<file path="src/nfcq_ram.sv">
// Generic single-write, single-read synchronous RAM with a registered read.
`default_nettype none
module nfcq_ram #(
	parameter int WIDTH = 8,
	parameter int DEPTH = 64
) (
	input  wire logic                     clk,
	input  wire logic                     we,
	input  wire logic [$clog2(DEPTH)-1:0] waddr,
	input  wire logic [WIDTH-1:0]         wdata,
	input  wire logic [$clog2(DEPTH)-1:0] raddr,
	output logic      [WIDTH-1:0]         rdata
);

	logic [WIDTH-1:0] mem [DEPTH];

	always_ff @(posedge clk) begin
		if (we) begin
			mem[waddr] <= wdata;
		end
		rdata <= mem[raddr];
	end

endmodule
`default_nettype wire

</file>
<file path="config.mk">
export PLATFORM = sky130hd
export DESIGN_NAME = nfcq_ram
export DESIGN_NICKNAME = d
export VERILOG_FILES = /design/src/nfcq_ram.sv
export SDC_FILE = /design/constraint.sdc
export NUM_CORES = 1
export LEC_CHECK = 0
export BUFFER_PORTS_ARGS = -buffer_cell sky130_fd_sc_hd__buf_4
export CORE_MARGIN = 4
export CORE_UTILIZATION = 35
export CTS_BUF_LIST = sky130_fd_sc_hd__clkbuf_4 sky130_fd_sc_hd__clkbuf_8 sky130_fd_sc_hd__clkbuf_16
export CTS_CLUSTER_DIAMETER = 60
export DETAILED_ROUTE_END_ITERATION = 10
export GPL_TIMING_DRIVEN = 0
export PLACE_DENSITY = 0.59
export SLEW_MARGIN = 10
export SYNTH_ARGS = -nofsm -noshare
export SYNTH_HDL_FRONTEND = slang
export SYNTH_SLANG_ARGS = --single-unit
</file>
<file path="constraint.sdc">
create_clock -name clk -period 2.8 [get_ports clk]
set_clock_uncertainty 0.05 [all_clocks]
set_input_delay 0.56 -clock clk [delete_from_list [all_inputs] [get_ports clk]]
set_output_delay 0.56 -clock clk [all_outputs]
set_load 0.02 [all_outputs]
</file>
== Yosys cells after proc, flatten, opt, wreduce, memory -nomap -nowiden ==
Memory sizes are Yosys's and may differ from the RTL's. A register that Yosys moved wholly into a read port is not among the register bits.
Cells that the tools add are included.
Cells by class
  multiplexer cells: 2
Operators by type and width (count)
  $mux W1: 2
Word-level totals
  flip-flop bits (word level): 0
  memory bits (writable): 512
  input port bits: 22
  output and inout bits: 8
  logic and storage cells: 3
  memories kept: 1
Memory list
  mem: depth 64, bits a word 8, read ports 1, clocked after Yosys merged registers in 1, write ports 1, RTL line 15  | logic [WIDTH-1:0] mem [DEPTH];

== Depth between registers and ports, before layout ==
  depth after elaboration: 2
  depth in mapped cells: 9
  gate-level depth less buffers: 5

== Worst setup path after synthesis ==
No wires, ideal clock.
  path type: in2reg
  start: input port raddr[1]
  end: register rdata[3], read port of mem
  setup time: 128 ps
  data arrival time: 2100 ps
  required time: 2622 ps
  slack: 522 ps
  stages on the path: 7
  path buffers: 3
  path through: buf_4 > buf_2 > buf_2 > mux4_2 > mux4_2 > o21ai_1 > o41ai_1
RTL lines
  from (decl): RTL line 11  | input wire logic [$clog2(DEPTH)-1:0] raddr,
  to (decl): RTL line 12  | output logic [WIDTH-1:0] rdata

==> run metrics <==
status=complete, no violations; Reg clk slew, reported paths=60 ps; Row Count=87; average cell area after synthesis=21.5 µm²; most frequent cells in the layout=512 x edfxtp_1, 126 x mux4_2, 83 x nor2_1; post-CTS setup buffer count=0; RSZ-0062 raised after global routing=no; fin area=23000 µm²; post-DP HPWL=31.3 mm; CTS sink count=520; clock latency on the worst-skew pair=600 ps; core box area=56700 µm²; CTS buffer count=50; critical path data required time=3190 ps; Root Driver=clkbuf_16; critical path type=in -> reg; vias=9690; Via-to-Cell Ratio=5.36; vias in the first global route=9846; final hold vios=0; Remaining DRCs=0; Die Y=248 µm; Ports=30; Startpoint Class=input port; largest net degree at the start of global routing=65; Post-Synthesis Cells=940; Fmax=373 MHz; Non-Filler Instances=1807; initial core utilization=35.6%; Pwr Density=709 nW/µm²; share of the yosys chip area belonging to registers=77.0%; CTS tree=built; first-pass GRT wire length=71.2 mm; Layout area overhead=13.8%; Reg area=15500 µm²; DR iter-0 viols=924; max_cap viols=0; Final setup viols=0; First-pass DRT Iterations=7; HP Class=in -> reg; Synth cell types=40; GP Congestion=0.855; initial antenna violation count=2; worst hold slack=315 ps; Post-Route Utilization=40.5%; LEAKAGE=0.00706 µW; Max rail drop VDD=0.000408 V; dpl cell area=21300 µm²; relative slew slack=15.5%; layout cell share with drive strength beyond 1=26.6%; area of the multi-input gates=4340 µm²; warnings from Yosys=0; #FFs+latches synth=520; grt ovf=0; die area=61500 µm²; CP arrival=3060 ps; final critical-path share of the clock period=95.6%; Post-Syn Area=20200 µm²; commonest non-fill, non-tap cell in the layout=edfxtp_1; worst-margin pin slew=1260 ps; DRT antenna net count=0; placed insts=1717; Clock H-tree levels=2; IO Port Bufs=21; Final nets=1035; Setup crit end kind=flop; critical path fanouts, max=10; DR WL/cell=27.4 µm; Max Root-Sink Buffers=3; fin. max-slew vios=0; Post-CTS Hold Buffers=0; final wirelength=49.4 mm; Die W=248 µm; Final min period=2680 ps; syn_nets=962; # fillers=4987; total track usage=16.2%
-- cells in the mapped netlist --
cell type / count / area [µm²]
nand3b_1: 3 / 22.5
o21ai_0: 2 / 10.0
a2111oi_0: 2 / 17.5
a21oi_1: 3 / 15.0
buf_4: 13 / 97.6
buf_6: 4 / 45.0
buf_1: 4 / 15.0
o21a_1: 2 / 15.0
and2_1: 1 / 6.26
clkbuf_1: 17 / 63.8
nor2b_1: 14 / 87.6
nand2_1: 19 / 71.3
nand2b_1: 7 / 43.8
o311ai_1: 1 / 8.76
nor4_1: 2 / 12.5
dfxtp_1: 8 / 160
a31oi_1: 1 / 6.26
or3_1: 1 / 6.26
o2bb2ai_1: 3 / 26.3
a22oi_1: 3 / 22.5
o32ai_1: 2 / 17.5
o221ai_1: 8 / 70.1
nand4_1: 2 / 12.5
o2111ai_1: 3 / 26.3
nand4b_1: 1 / 8.76
o22ai_1: 8 / 50.1
buf_12: 2 / 40.0
buf_2: 11 / 55.1
mux4_2: 126 / 2840
o221a_2: 2 / 22.5
o41ai_1: 2 / 17.5
mux2_2: 13 / 146
nor3_1: 7 / 35.0
mux2i_1: 23 / 230
nand3_1: 13 / 65.1
nor2_1: 83 / 312
a221oi_1: 6 / 52.6
a211oi_1: 4 / 30.0
o21ai_1: 2 / 10.0
edfxtp_1: 512 / 15400
-- flip-flops by register name, summed over array words and instances (netlist names) --
register,count
mem,512
rdata,8
-- layer usage --
| layer | global-route usage (%) | vias up | wire [µm] |
|---|---|---|---|
| met2 | 26.0 | 423 | 23700 |
| li1 | - | 4081 | - |
| met3 | 3.76 | 77 | 4310 |
| met4 | 5.09 | 2 | 1350 |
| met5 | 0 | - | 7 |
| met1 | 22.3 | 5107 | 20100 |
-- cell type report --
cell class                 instances  area share [%]
antenna                            1          0.0109
buffer                            51            1.43
clock buffer                      60            5.91
clock inverter                    29            1.26
multi-input combinational        369            18.9
sequential                       520            67.7
tap                              756            4.12
timing repair buffer              21           0.687
-- stage by stage --
step,total power (µW),TNS (ps),worst slack [ps]
finish,16300,0,122
global route,16800,0,105
CTS,16400,0,31.8
detailed placement,9690,-24510,-750
global placement,9670,-14930,-726
floorplan,9270,0,522
-- repair_timing --
item                                    CTS  global route
pin swaps                                 0             0
endpoints found under the setup margin    4             4
resized for setup                         4             4
-- where the power goes --
group          switching (µW)  internal [µW]  leakage [µW]  total, µW
logic                     578            320       0.00157        898
clock network            2840           3910      0.000816       6750
registers                14.3           8620       0.00467       8630
total                    3430          12800       0.00706      16300
-- critical path: stages --
cell and delay, ps:
buf_4 220, clkbuf_4 410, buf_4 330, buf_2 380, mux4_2 370, mux2i_1 380
a21oi_1 120, o21ai_1 120, o41ai_2 150
-- path summary, 6_finish.rpt --
kind              startpoint        to  slack (ps)  cells after the start
setup / recovery    raddr[1]  rdata[3]         120                      9
setup reg to reg  mem[21][4]  rdata[4]         530                      5
hold reg to reg    mem[6][7]  rdata[7]         920                      4
hold / removal      raddr[5]  rdata[3]         310                      2
-- kinds of logic after synthesis --
group / count (synthesis) / synth area share (%)
DFF: 520 / 77.0
muxes: 162 / 15.9
and+or+nand+nor: 153 / 3.39
AOI/OAI and AO/OA: 54 / 2.07
buffers and inverters: 51 / 1.57
(Power assumes the default switching activity.)
