$ cat src/nfcq_pkg.sv
// Package with the shared types, widths and constants of the nearest-first chunk queue.
`default_nettype none
package nfcq_pkg;

	localparam int TABLE_DEPTH     = 64;
	localparam int CHUNK_EDGE      = 16;
	localparam int CHUNK_HALF_EDGE = 8;

	localparam int TAG_W    = 16;
	localparam int COORD_W  = 12;
	localparam int POS_W    = 20;
	localparam int STATUS_W = 2;
	localparam int OCC_W    = 7;

	localparam int IDX_W  = $clog2(TABLE_DEPTH);
	localparam int CNT_W  = $clog2(TABLE_DEPTH + 1);

	localparam int CENTRE_MUL = CHUNK_EDGE * 16;
	localparam int CENTRE_OFS = CHUNK_HALF_EDGE * 16;
	localparam int SCALED_W   = COORD_W + $clog2(CENTRE_MUL);
	localparam int DIFF_W     = ((POS_W > SCALED_W) ? POS_W : SCALED_W) + 2;
	localparam int SQ_W       = 2 * DIFF_W - 2;
	localparam int SUM_W      = SQ_W + 2;

	typedef enum logic {
		OP_PUSH = 1'b0,
		OP_POP  = 1'b1
	} op_t;

	typedef enum logic [STATUS_W-1:0] {
		ST_PUSHED = 2'd0,
		ST_POPPED = 2'd1,
		ST_EMPTY  = 2'd2,
		ST_FULL   = 2'd3
	} status_t;

	typedef enum logic [2:0] {
		S_IDLE,
		S_SCAN,
		S_DRAIN,
		S_FINISH,
		S_RESP
	} state_t;

	typedef struct packed {
		logic [TAG_W-1:0]          tag;
		logic signed [COORD_W-1:0] x;
		logic signed [COORD_W-1:0] y;
		logic signed [COORD_W-1:0] z;
	} entry_t;

	localparam int ENTRY_W = $bits(entry_t);

	typedef struct packed {
		logic                 tab_we;
		logic [IDX_W-1:0]     tab_waddr;
		logic                 rank_we;
		logic [IDX_W-1:0]     rank_waddr;
		logic [CNT_W-1:0]     rank_wdata;
		logic [IDX_W-1:0]     raddr;
	} mem_ctl_t;

	function automatic logic [IDX_W-1:0] first_free(input logic [TABLE_DEPTH-1:0] valid);
		logic [IDX_W-1:0] r;
		r = '0;
		for (int i = TABLE_DEPTH - 1; i >= 0; i--) begin
			if (!valid[i]) begin
				r = IDX_W'(i);
			end
		end
		return r;
	endfunction

endpackage
`default_nettype wire

$ cat src/nfcq_dist.sv
// Three-stage pipeline giving the squared distance from the player to a chunk centre.
`default_nettype none
module nfcq_dist (
	input  wire logic                               clk,
	input  wire logic signed [nfcq_pkg::POS_W-1:0]   px,
	input  wire logic signed [nfcq_pkg::POS_W-1:0]   py,
	input  wire logic signed [nfcq_pkg::POS_W-1:0]   pz,
	input  wire logic signed [nfcq_pkg::COORD_W-1:0] cx,
	input  wire logic signed [nfcq_pkg::COORD_W-1:0] cy,
	input  wire logic signed [nfcq_pkg::COORD_W-1:0] cz,
	output logic      [nfcq_pkg::SUM_W-1:0]          dist_s4
);
	import nfcq_pkg::*;

	localparam logic signed [DIFF_W-1:0] MUL_C = DIFF_W'(CENTRE_MUL);
	localparam logic signed [DIFF_W-1:0] OFS_C = DIFF_W'(CENTRE_OFS);

	logic signed [DIFF_W-1:0]   dx_d, dy_d, dz_d;
	logic signed [DIFF_W-1:0]   dx_s2, dy_s2, dz_s2;
	logic signed [2*DIFF_W-1:0] px2, py2, pz2;
	logic [SQ_W-1:0]            sx_s3, sy_s3, sz_s3;

	// The centre of a chunk lies half an edge above its lower corner.
	assign dx_d = DIFF_W'(px) - DIFF_W'(cx) * MUL_C - OFS_C;
	assign dy_d = DIFF_W'(py) - DIFF_W'(cy) * MUL_C - OFS_C;
	assign dz_d = DIFF_W'(pz) - DIFF_W'(cz) * MUL_C - OFS_C;

	assign px2 = dx_s2 * dx_s2;
	assign py2 = dy_s2 * dy_s2;
	assign pz2 = dz_s2 * dz_s2;

	always_ff @(posedge clk) begin
		dx_s2   <= dx_d;
		dy_s2   <= dy_d;
		dz_s2   <= dz_d;
		sx_s3   <= SQ_W'(px2);
		sy_s3   <= SQ_W'(py2);
		sz_s3   <= SQ_W'(pz2);
		dist_s4 <= SUM_W'(sx_s3) + SUM_W'(sy_s3) + SUM_W'(sz_s3);
	end

endmodule
`default_nettype wire
$ cat config.mk
export PLATFORM = sky130hd
export DESIGN_NAME = nfcq_dist
export DESIGN_NICKNAME = d
export VERILOG_FILES = /design/src/nfcq_pkg.sv /design/src/nfcq_dist.sv
export SDC_FILE = /design/constraint.sdc
export NUM_CORES = 2
export LEC_CHECK = 0
export BUFFER_PORTS_ARGS = -buffer_cell sky130_fd_sc_hd__buf_4
export CAP_MARGIN = 25
export CORE_MARGIN = 2
export CORE_UTILIZATION = 58
export CTS_CLUSTER_DIAMETER = 120
export DETAILED_ROUTE_END_ITERATION = 10
export HOLD_SLACK_MARGIN = 0.02
export PLACE_DENSITY = 0.83
export RECOVER_POWER = 25
export SETUP_SLACK_MARGIN = 0.5
export SYNTH_ARGS = -nofsm -noshare
export SYNTH_HDL_FRONTEND = slang
export SYNTH_SLANG_ARGS = --single-unit
$ cat constraint.sdc
create_clock -name clk -period 8.8 [get_ports clk]
set_input_delay 1.32 -clock clk [delete_from_list [all_inputs] [get_ports clk]]
set_output_delay 1.32 -clock clk [all_outputs]
set_load 0.005 [all_outputs]
# Word level (Yosys, flattened, before mapping)
# Index checks and enable logic that the tools add are counted.
dict set report op_classes {
  mul 3
  addsub 8
}
# operator count
set ops {}
lappend ops {{multiplier 22 x 22 -> 42 bit} 3}
lappend ops {{subtractor 21 x 9 -> 22 bit (second input constant)} 3}
lappend ops {{subtractor 20 x 20 -> 21 bit} 3}
lappend ops {{adder 43 x 42 -> 44 bit} 1}
lappend ops {{adder 42 x 42 -> 43 bit} 1}
dict set report word_totals {
  reg_bits 236
  wordCells 18
  input_bits 97
  out_inout_bits 44
}

# Logic depth before layout (Yosys ltp)
dict set report depth {
  ltp_word 2
  mapped_depth 29
}

# Worst setup path before layout
# No wires, ideal clock.
dict set report synth_path {
  path_type {reg-to-reg}
  start {reg dx_s2[17]}
  end {reg sx_s3[41]}
  n_path_buf 3
  t_arrival_ns 6.936
  path_slack_ns 1.745
  stages_incl_launch_ff 26
  setup_ns 0.119
  period_less_slack_ns 7.055
  cell_sequence {dfxtp_1 > clkbuf_1 > buf_1 > nand2_1 > fa_1 > fa_1 > inv_1 > fa_1 > fa_1 > fa_1 > fa_1 > inv_1 > fa_1 > inv_1 > ha_1 > clkbuf_1 > a21o_1 > a21o_1 > a221oi_1 > o21ai_1 > or3_1 > o2111ai_1 > a21oi_1 > o31ai_1 > mux2i_1 > nor2_1}
}
dict set report synth_between {
  elab_chain_cells 1
}
# item line
set synth_rtl {}
lappend synth_rtl {{start: declaration} nfcq_dist.sv:19} ;# logic signed [DIFF_W-1:0] dx_s2, dy_s2, dz_s2;
lappend synth_rtl {{start signal: assignment} nfcq_dist.sv:33} ;# dx_s2 <= dx_d;
lappend synth_rtl {{multiplier 22 x 22 -> 42 bit} nfcq_dist.sv:28} ;# assign px2 = dx_s2 * dx_s2;
lappend synth_rtl {{via px2[41]} nfcq_dist.sv:20} ;# logic signed [2*DIFF_W-1:0] px2, py2, pz2;
lappend synth_rtl {{end signal: assignment} nfcq_dist.sv:36} ;# sx_s3 <= SQ_W'(px2);
lappend synth_rtl {{end: declaration} nfcq_dist.sv:21} ;# logic [SQ_W-1:0] sx_s3, sy_s3, sz_s3;
# The timed path passes the listed nets, and every way through them passes these cells.

# Final worst setup path
dict set report layout_path {
  start {reg dx_s2[14]}
  end {reg sx_s3[38]}
}
# Same word-level chain as after synthesis.

==> results.py <==
metrics = {
    "cells_and_area": {
        "multi_input_area_mm2": 0.04565,
        "diodes": 0,
        "nets": 8185,
        "regArea_mm2": 0.004672,
        "area_growth_pct": 6.924,
        "fillers": 7519,
        "layout-drive-gt1-share": 0.05362,
    },
    "min_path": {
        "hp-class": "reg -> reg",
        "whs_path_depth": 3,
        "hp-start": "sz_s3[0]$_DFF_P_",
    },
    "timing": {
        "setup_viol": 0,
        "final_hold_viol_count": 0,
        "min_period_ns": 7.911,
        "slew_headroom": 0.3538,
        "final-max-slew-violation-count": 0,
        "skew_ns": 0.02813,
        "setup_tns_ns": 0,
        "finalCritPeriodShare": 0.8989,
        "worst_pin_slew_ns": 0.9680,
        "max_freq_ghz": 0.1264,
        "rsz0062_at_grt": "no",
    },
    "cts": {
        "cts_resized": 0,
        "cts.hold.buffers_added": 0,
        "clockBufferDepth": 3,
        "cts.sinks": 233,
        "tritoncts": "yes",
        "cts_setup_buffers": 0,
        "clk_pin_slew_ns": 0.07,
        "htree_levels": 2,
        "numCtsBuffers": 34,
        "clock_latency_ns": 0.60,
        "root_buffer": "clkbuf_16",
    },
    "drt": {
        "vias_per_cell": 5.371,
        "ant_nets": 0,
        "drt-pass1-iter-count": 6,
        "drc": 0,
        "drtIter0Drc": 2775,
        "drt_wl_total_mm": 129.9,
        "wl_per_cell_um": 17.37,
        "vias": 40171,
    },
    "setup_path": {
        "startpoint": "dx_s2[14]$_DFF_P_",
        "crit_type": "reg -> reg",
        "crit_path_max_fanout": 12,
        "r2r_cells": 26,
        "worstReg2RegStart": "dx_s2[14]$_DFF_P_",
        "cp.arrival_ns": 8.39,
        "required_ns": 9.28,
        "critPathLaunchType": "register",
        "cp-end-kind": "register",
    },
    "global_routing": {
        "grt_antenna_before_repair": 1,
        "grt_pass1_wl_mm": 220.4,
        "overflow": 0,
        "grt_max_degree": 25,
        "grt_pass1_vias": 45255,
        "globalRouteTotalUtil": 0.2717,
    },
    "yosys": {
        "synthDominantCellAreaShare": 0.4727,
        "ys_seq_elements": 233,
        "synthesis.area_mm2": 0.05743,
        "yosysSeqAreaShare": 0.08122,
        "yosys_warnings": 0,
        "yosys.area.top_type": "fa_1",
        "synth.avg_cell_area_um2": 9.513,
        "synth_cell_types": 76,
        "synthCells": 6037,
        "synthTopCellsByCount": "inv_1, fa_1, ha_1",
        "async_reset_ff_frac": 0,
        "synth-edff-count": 0,
        "synth_most_common_cell": "inv_1",
        "synthTopCellsByArea": "fa_1, ha_1, inv_1, dfxtp_1, nand2_1",
        "synth_flop_cell": "dfxtp_1",
    },
    "floorplanning": {
        "die_h_um": 318.7,
        "ios": 141,
        "die_area_mm2": 0.1015,
        "initial_core_util": 0.5844,
        "die_w_um": 318.7,
        "fp-row-count": 115,
        "core_area_mm2": 0.09828,
    },
    "placed_design": {
        "gp_congestion": 0.9531,
        "port_buffers": 140,
        "dp.final_hpwl_mm": 110.0,
    },
    "status": {
        "outcome": "complete, no violations",
    },
    "flow_run": {
        "maxCapViolations": 0,
    },
}
## path summary, 6_finish.rpt
| check | endpoint | slack, ns |
|---|---|---|
| max | sx_s3[38]$_DFF_P_ | 0.89 |
| max reg2reg | sx_s3[38]$_DFF_P_ | 0.89 |
| min | dist_s4[1]$_DFF_P_ | 0.58 |
| min reg2reg | dist_s4[1]$_DFF_P_ | 0.58 |
## worst max-delay path, cell delays in order, from the launching register on
cell      delay (ns)
dfxtp_1         0.63
buf_4           0.28
nand2_1         0.13
fa_1            0.50
inv_1           0.05
fa_1            0.51
inv_1           0.06
fa_1            0.56
inv_1           0.06
fa_1            0.48
fa_1            0.50
fa_1            0.49
inv_1           0.07
fa_1            0.49
inv_1           0.05
ha_1            0.37
a21oi_1         0.19
nor2b_1         0.07
o21ai_0         0.15
a21oi_1         0.11
o31ai_1         0.57
o22ai_1         0.32
a211o_1         0.41
a41oi_1         0.34
nand2b_1        0.11
xor2_1          0.15
buf_4           0.12
## sequential cells by signal (all words and copies together) (netlist names)
register / cells
sz_s3: 41
dist_s4: 44
dy_s2: 22
sx_s3: 41
dz_s2: 22
dx_s2: 22
sy_s3: 41
## layout by cell type, fill, tap and decap left out, types with 10 or more instances in the layout
master	n
o21a_1	41
and3_1	24
a211oi_1	21
or2_2	16
dfxtp_1	227
nand2_1	507
nor2_1	235
a31o_2	16
nand2b_1	38
clkbuf_16	35
fa_1	1356
buf_4	197
xnor2_1	202
ha_1	564
inv_1	1761
nand4_1	11
and2_1	205
o21ai_0	82
nor2b_1	28
clkbuf_4	20
or3_1	12
clkbuf_1	12
a31oi_1	20
o21bai_1	27
nor3_1	46
nand3_1	32
a21o_1	79
o31ai_1	10
xor2_1	65
o21ai_1	15
a21oi_1	145
## logic make-up (layout without fill, tap and decap cells)
| group | Yosys count | in the layout | share of synthesized area |
|---|---|---|---|
| AND/OR/NAND/NOR | 1177 | 1177 | 0.09475 |
| multiplexers | 8 | 8 | 0.001460 |
| buffers and inverters | 1899 | 2052 | 0.1241 |
| other | 1 | 3 | 0.00006530 |
| XOR/XNOR | 267 | 267 | 0.04072 |
| flip-flops | 233 | 233 | 0.08122 |
| AO/OA/AOI/OAI | 532 | 532 | 0.06207 |
| adder cells (fa/ha/maj) | 1920 | 1920 | 0.5956 |
## through the flow
step | setup slack (ns) | hold WS, ns | instances | utilization | area, um2
6_report | 0.8895 | 0.5811 | 7479 | 0.6248 | 61400
5_1_grt | 0.5020 | 0.6102 | 7479 | 0.6248 | 61400
4_1_cts | 0.6620 | 0.5765 | 7479 | 0.6250 | 61430
3_5_place_dp | 0.7286 | 0.5681 | 7419 | 0.6130 | 60240
3_3_place_gp | 0.4184 | 0.5534 | 7418 | 0.6129 | 60240
2_1_floorplan | 1.745 | 0.3917 | 6039 | - | 57440
## layout make-up
class / count / area share
sequential: 233 / 0.07609
clock inverter: 16 / 0.003647
multi-input combinational: 3907 / 0.7434
tap: 1287 / 0.02622
inverter: 1766 / 0.1080
clock buffer: 44 / 0.01563
timing repair buffer: 226 / 0.02710
## routing by layer
layer  GRT usage  wire, um
met5           0         0
met4      0.1175      6119
met3     0.05018     11000
met2      0.4661     64000
met1      0.3367     48770
Power is left out: the tool's default activity adds up to more than one toggle a clock period on the data nets, which glitch-free logic cannot reach.
